$ cat config.mk
export PLATFORM = sky130hd
export DESIGN_NAME = rbwt_cnt_mem
export DESIGN_NICKNAME = d
export VERILOG_FILES = /design/src/sv/rbwt_pkg.sv /design/src/sv/rbwt_cnt_mem.sv
export SDC_FILE = /design/constraint.sdc
export NUM_CORES = 2
export LEC_CHECK = 0
export BUFFER_PORTS_ARGS = -buffer_cell sky130_fd_sc_hd__buf_4
export CORE_UTILIZATION = 57
export CTS_BUF_LIST = sky130_fd_sc_hd__clkbuf_4 sky130_fd_sc_hd__clkbuf_8 sky130_fd_sc_hd__clkbuf_16
export DETAILED_ROUTE_END_ITERATION = 16
export GPL_TIMING_DRIVEN = 0
export PLACE_DENSITY = 0.77
export SYNTH_ARGS = -nofsm -noshare
export SYNTH_HDL_FRONTEND = slang
export SYNTH_SLANG_ARGS = --single-unit
$ cat constraint.sdc
create_clock -name clock -period 2.18 [get_ports clock]
set_clock_uncertainty 0.1 [all_clocks]
set_input_delay 0.109 -clock clock [delete_from_list [all_inputs] [get_ports clock]]
set_output_delay 0.109 -clock clock [all_outputs]
set_load 0.05 [all_outputs]
$ cat src/sv/rbwt_pkg.sv
// ---------------------------------------------------------------------------
// rbwt_pkg
// Shared types and constants for the run-length inverse BWT decoder.
// ---------------------------------------------------------------------------
package rbwt_pkg;

   localparam int BLOCK_SIZE = 4096;
   localparam int ADDR_W     = $clog2(BLOCK_SIZE);
   localparam int LEN_W      = $clog2(BLOCK_SIZE + 1);
   localparam int SYM_N      = 256;
   localparam int SYM_W      = 8;

   localparam logic [7:0] ZERO_CHAR  = 8'd48;
   localparam logic [2:0] SKIP_RESET = 3'd3;

   localparam logic       CMD_LOAD  = 1'b0;
   localparam logic       CMD_FETCH = 1'b1;

   localparam logic [1:0] ST_OK    = 2'd0;
   localparam logic [1:0] ST_EMPTY = 2'd1;
   localparam logic [1:0] ST_OVF   = 2'd2;

   typedef struct packed {
      logic       cmd;
      logic [7:0] count_char;
      logic [7:0] symbol;
      logic       last_run;
   } req_type;

   typedef struct packed {
      logic [7:0] data_byte;
      logic       last_byte;
      logic [1:0] status;
   } rsp_type;

endpackage

$ cat src/sv/rbwt_cnt_mem.sv
// ---------------------------------------------------------------------------
// rbwt_cnt_mem
// Per-symbol occurrence counts with one valid bit per entry for fast clear.
// ---------------------------------------------------------------------------
module rbwt_cnt_mem
   import rbwt_pkg::*;
(
   input  logic             clock,
   input  logic             reset,
   input  logic             clear,
   input  logic             wr_en,
   input  logic [SYM_W-1:0] wr_addr,
   input  logic [LEN_W-1:0] wr_data,
   input  logic             rd_en,
   input  logic [SYM_W-1:0] rd_addr,
   output logic [LEN_W-1:0] rd_data
);

   logic [LEN_W-1:0] mem [SYM_N];
   logic [SYM_N-1:0] vld_ff;
   logic [LEN_W-1:0] raw_ff;
   logic             hit_ff;

   // valid bits, cleared at once
   always_ff @(posedge clock) begin
      if (reset || clear) begin
         vld_ff <= '0;
      end else if (wr_en) begin
         vld_ff[wr_addr] <= 1'b1;
      end
   end

   // storage and registered read
   always_ff @(posedge clock) begin
      if (wr_en) begin
         mem[wr_addr] <= wr_data;
      end
      if (rd_en) begin
         raw_ff <= mem[rd_addr];
         hit_ff <= vld_ff[rd_addr];
      end
   end

   // entry not yet written reads as zero
   assign rd_data = hit_ff ? raw_ff : '0;

endmodule
# After elaboration in Yosys (flattened, before gate mapping)
# Memories as Yosys holds them, arrays and structs flattened. A register that Yosys moved wholly into a read port is not among the register bits.
# Cells that the tools add are included.
[totals] regBits=257 mem_bits_rw=3328 output_inout_bits=13 elab_cells=16 memories=1
[op_classes] order_cmp=3 n_mux=7 bitwise_logic=1 n_reduce_logical=2
[memory_table] memory="mem" depth=256 word_bits=13 read_ports=1 rd_ports_with_merged_regs=1 wr=1 line_no="rbwt_cnt_mem.sv:19" source="logic [LEN_W-1:0] mem [SYM_N];"
[ops] cell="256-bit bitwise OR" n=1
[ops] cell="8-bit by 9-bit less-than comparator with 1-bit output (second input constant)" n=2
[ops] cell="13-bit 2-to-1 mux" n=1
[ops] cell="1-bit binary-select mux with 8-bit select" n=1
[ops] cell="1-bit demux with 8-bit select" n=1
[ops] cell="8-bit by 1-bit >= comparator with 1-bit output (second input constant)" n=1
[ops] cell="1-bit 2-to-1 mux" n=4
[ops] cell="1-bit logical AND" n=1
[ops] cell="1-bit logical OR" n=1

# Logic depth before layout (Yosys ltp)
[depth] word_depth=5 depth_mapped=11 mapped_depth_nobuf=6

# Worst setup path before layout
# No wires, ideal clock.
[synth_path] path_type="in2reg" startpoint="input port wr_en" endpoint="memory mem[207][0] in the netlist's numbering, enable pin" setup_ns=0.384 arrival_ns=1.910 required_ns=1.696 path_slack_ns=-0.213 cell_stages=6 path_cell_list="clkbuf_1 > inv_1 > or4_1 > clkbuf_1 > clkbuf_1 > nor2_1"
[synth_between] elab_chain_cells=2
[synth_lines] item="from (decl)" line_no="rbwt_cnt_mem.sv:11" source="input logic wr_en,"
[synth_lines] item="1-bit 2-to-1 mux" line_no="rbwt_cnt_mem.sv:35" source="if (wr_en) begin"
[synth_lines] item="1-bit 2-to-1 mux (not written as such)" line_no="rbwt_cnt_mem.sv:36" source="mem[wr_addr] <= wr_data;"
[synth_lines] item="to (decl)" line_no="rbwt_cnt_mem.sv:19"
# No other way between the ends.

==> impl_metrics.env <==
export IMPL_nets=7533
export IMPL_clkTransAtPathRegs_ns=0.06
export IMPL_dp_cells=10200
export IMPL_synthMuxAreaShare_pct=14.5
export IMPL_synth_edff_count=3342
export IMPL_critPathMaxFanout=10
export IMPL_fin_cells=11000
export IMPL_synth_compound_area_share_pct=3.96
export IMPL_cp_start_kind="input port"
export IMPL_critPathBufInv=4
export IMPL_setup_viol=2106
export IMPL_pre_cts_slack_ns=-3.83
export IMPL_dieWidth_um=493
export IMPL_die_h_um=493
export IMPL_crit_start="rd_addr[1]"
export IMPL_synth_largest_area_cell="edfxtp_1"
export IMPL_r2r_cells=6
export IMPL_finalSetupTns_ns=-457.90
export IMPL_max_stage_delay_ns=0.87
export IMPL_hp_class="input port to register"
export IMPL_p_total_mw=147
export IMPL_max_vdd_ir_drop_mv=0.892
export IMPL_min_period_ns=3.26
export IMPL_ys_top_cells_by_area="edfxtp_1 (73%), mux4_2 (12%), dfxtp_1 (3.7%)"
export IMPL_async_reset_ff_share_pct=0
export IMPL_worstPathCellList="buf_4, buf_4, buf_2, clkdlybuf4s15_2, mux4_2, a22oi_1, a21oi_1, nor4_1, nor4_4"
export IMPL_drive_gt1_share_pct=31.2
export IMPL_worstMarginPinSlew_ns=1.38
export IMPL_hpwl_um=319000
export IMPL_rsz0062_at_grt="true"
export IMPL_failed_checks="hold timing, setup timing"
export IMPL_avgViaCountPerCell=7.34
export IMPL_dr_first_iter_drc_count=16100
export IMPL_place_gp_congestion=1.07
export IMPL_grt_pass1_wl_um=642000
export IMPL_tritoncts="built"
export IMPL_synth_cell_types=56
export IMPL_die_area_um2=243000
export IMPL_setup_slack_ns=-1.08
export IMPL_hold_slack_ns=-0.00302
export IMPL_core_um2=239000
export IMPL_insertion_delay_ns=1.04
export IMPL_maxCapViolCount=0
export IMPL_synth_top_family_by_area="multiplexers"
export IMPL_hold_violations=1
export IMPL_final_area_um2=161000
export IMPL_grt_use_total_pct=39.9
export IMPL_crit_arrival_ns=3.86
export IMPL_path_depth=9
export IMPL_num_vias=80500
export IMPL_drc=0
export IMPL_grt_pass1_vias=76400
export IMPL_synth_seq_cells=3598
export IMPL_crit_top_cell="buf_4"
export IMPL_antenna_found_initial=39
export IMPL_start_util_pct=57.5
export IMPL_r2r_start="mem[33][6]"
export IMPL_clockBufferDepth=4
export IMPL_synth_common_cells="edfxtp_1 (3342), mux4_2 (758), nor2_1 (734)"
export IMPL_crit_required_ns=2.78
export IMPL_maxSlewViolCount=0
export IMPL_cts_root_buf="clkbuf_16"
export IMPL_critPathTopFamily="buffers and inverters"
export IMPL_grt_busiest_layer="met2"
export IMPL_max_slew_margin_pct=8.15
export IMPL_routed_wl_um=486000
export IMPL_numPortBuffers=40
export IMPL_yosysTopAreaCellShare_pct=73.1
export IMPL_area_delta_synth_final_pct=17.2
export IMPL_netlist_instances=6807
export IMPL_cts_made_buffers=363
export IMPL_grtUsageMet1_pct=51.6
export IMPL_cts_htree_levels=5
export IMPL_synth_xor_area_share_pct=0
export IMPL_p_leak_nw=51.0
export IMPL_status="complete, but fails checks"
export IMPL_crit_end="raw_ff[0]"
export IMPL_r2r_slack_ns=-1.06
export IMPL_crit_type="input port to register"
export IMPL_synth_yosys_warnings=0
export IMPL_synth_ff_type="edfxtp_1"
export IMPL_postPlaceCellArea_um2=145000
export IMPL_synth_most_common_cell="edfxtp_1"
export IMPL_postRouteAntennaNets=0
export IMPL_wl_per_cell_um=44.3
export IMPL_synth_fa_ha_area_share_pct=0
export IMPL_r2r_end="raw_ff[6]"
export IMPL_cp_slowest_cell="nor4_1"
export IMPL_finalCoreUtilization_pct=67.4
export IMPL_grtUsageMet3_pct=17.2
export IMPL_synth_area_um2=137000
export IMPL_synth_simple_area_share_pct=3.02
export IMPL_cts_sinks=3598
export IMPL_rows=179
export IMPL_synth_avg_cell_area_um2=20.2
export IMPL_synth_fp_nets=6841
export IMPL_timing_final_crit_share_pct=150
export IMPL_dr_pass1_iters=6
export IMPL_grt_max_degree=161
export IMPL_p_per_area_nw_per_um2=912
export IMPL_crit_path_end_kind="register"
export IMPL_synth_seq_area_share_pct=76.8
export IMPL_grt_use_met2_pct=55.5
export IMPL_ios=47
export IMPL_grt_overflow=0
export IMPL_fmaxAchievable_ghz=0.307
-- sequential cells by signal, indices dropped and copies added, names as in the netlist --
register	count
vld_ff	256
raw_ff	13
hit_ff	1
mem	3328
-- power breakdown --
group	total (mW)	internal [mW]	switching (mW)
registers	75.6	75.6	0.0484
logic	9.70	2.75	6.95
clock network	61.6	35.2	26.3
total	147	114	33.3
-- layer usage --
metal  up-vias  share of wire, %
met5         -              0.11
met4        24               8.0
met3      1691                18
met2      8171                42
met1     41200                32
li1      29500                 -
-- area by class of cell --
class | count | area, µm²
fill | 14600 | 77800
clock inverter | 184 | 1520
inverter | 3 | 11.3
antenna | 27 | 67.6
sequential | 3598 | 105000
buffer | 414 | 2900
multi-input combinational | 2791 | 32400
tap | 3167 | 3960
clock buffer | 462 | 10000
timing repair buffer | 328 | 4620
-- what timing repair did --
item,in CTS,in global routing
endpoints found under the setup margin,2296,2409
pin swaps,62,52
gates resized for setup,592,186
gates cloned,1,0
hold buffers,37,6
buffers inserted,58,35
hold endpoints to repair,2520,287
-- cells by family (layout without fill, tap and decap cells) --
| logic type | after synthesis | count (layout) |
|---|---|---|
| other | 0 | 27 |
| DFF | 3598 | 3598 |
| and+or+nand+nor | 995 | 995 |
| buffers and inverters | 418 | 1391 |
| AOI/OAI and AO/OA | 758 | 758 |
| muxes | 1038 | 1038 |
-- worst min path at each step --
stage	startpoint	end	slack, ns	cells after the start
after CTS	wr_addr[4]	mem[0][2]	-0.06	4
after floorplan	wr_data[0]	mem[0][0]	0.11	0
final	wr_addr[5]	mem[47][11]	-0.003	4
after global placement	vld_ff[71]	vld_ff[71]	0.34	2
after global routing	wr_addr[5]	mem[47][11]	-0.01	4
after detailed placement	wr_data[6]	mem[203][6]	0.28	1
-- worst register-to-register path: cells and delay by family, from the launching register on --
kind	cells	cell delay, ns
mux	1	0.47
buf+inv	1	0.22
flops	1	0.37
simple gates	1	0.07
compound gates	3	1.68
-- layout by cell type (no fill, tap or decap), types with 61 or more instances in the layout --
cell type  instances
nor2_2           120
mux4_2           758
clkbuf_2          77
clkbuf_16        370
nand2_1           66
nor2_4           141
o221ai_1          61
nor2_1           474
mux2i_1          276
clkbuf_4         108
buf_8            127
clkbuf_1          79
a22oi_1          242
clkinv_1          83
dfxtp_1          256
buf_4            149
a21oi_1          124
edfxtp_1        3342
buf_6             84
o22ai_1           69
No activity file was read; power rests on OpenSTA's default activity.
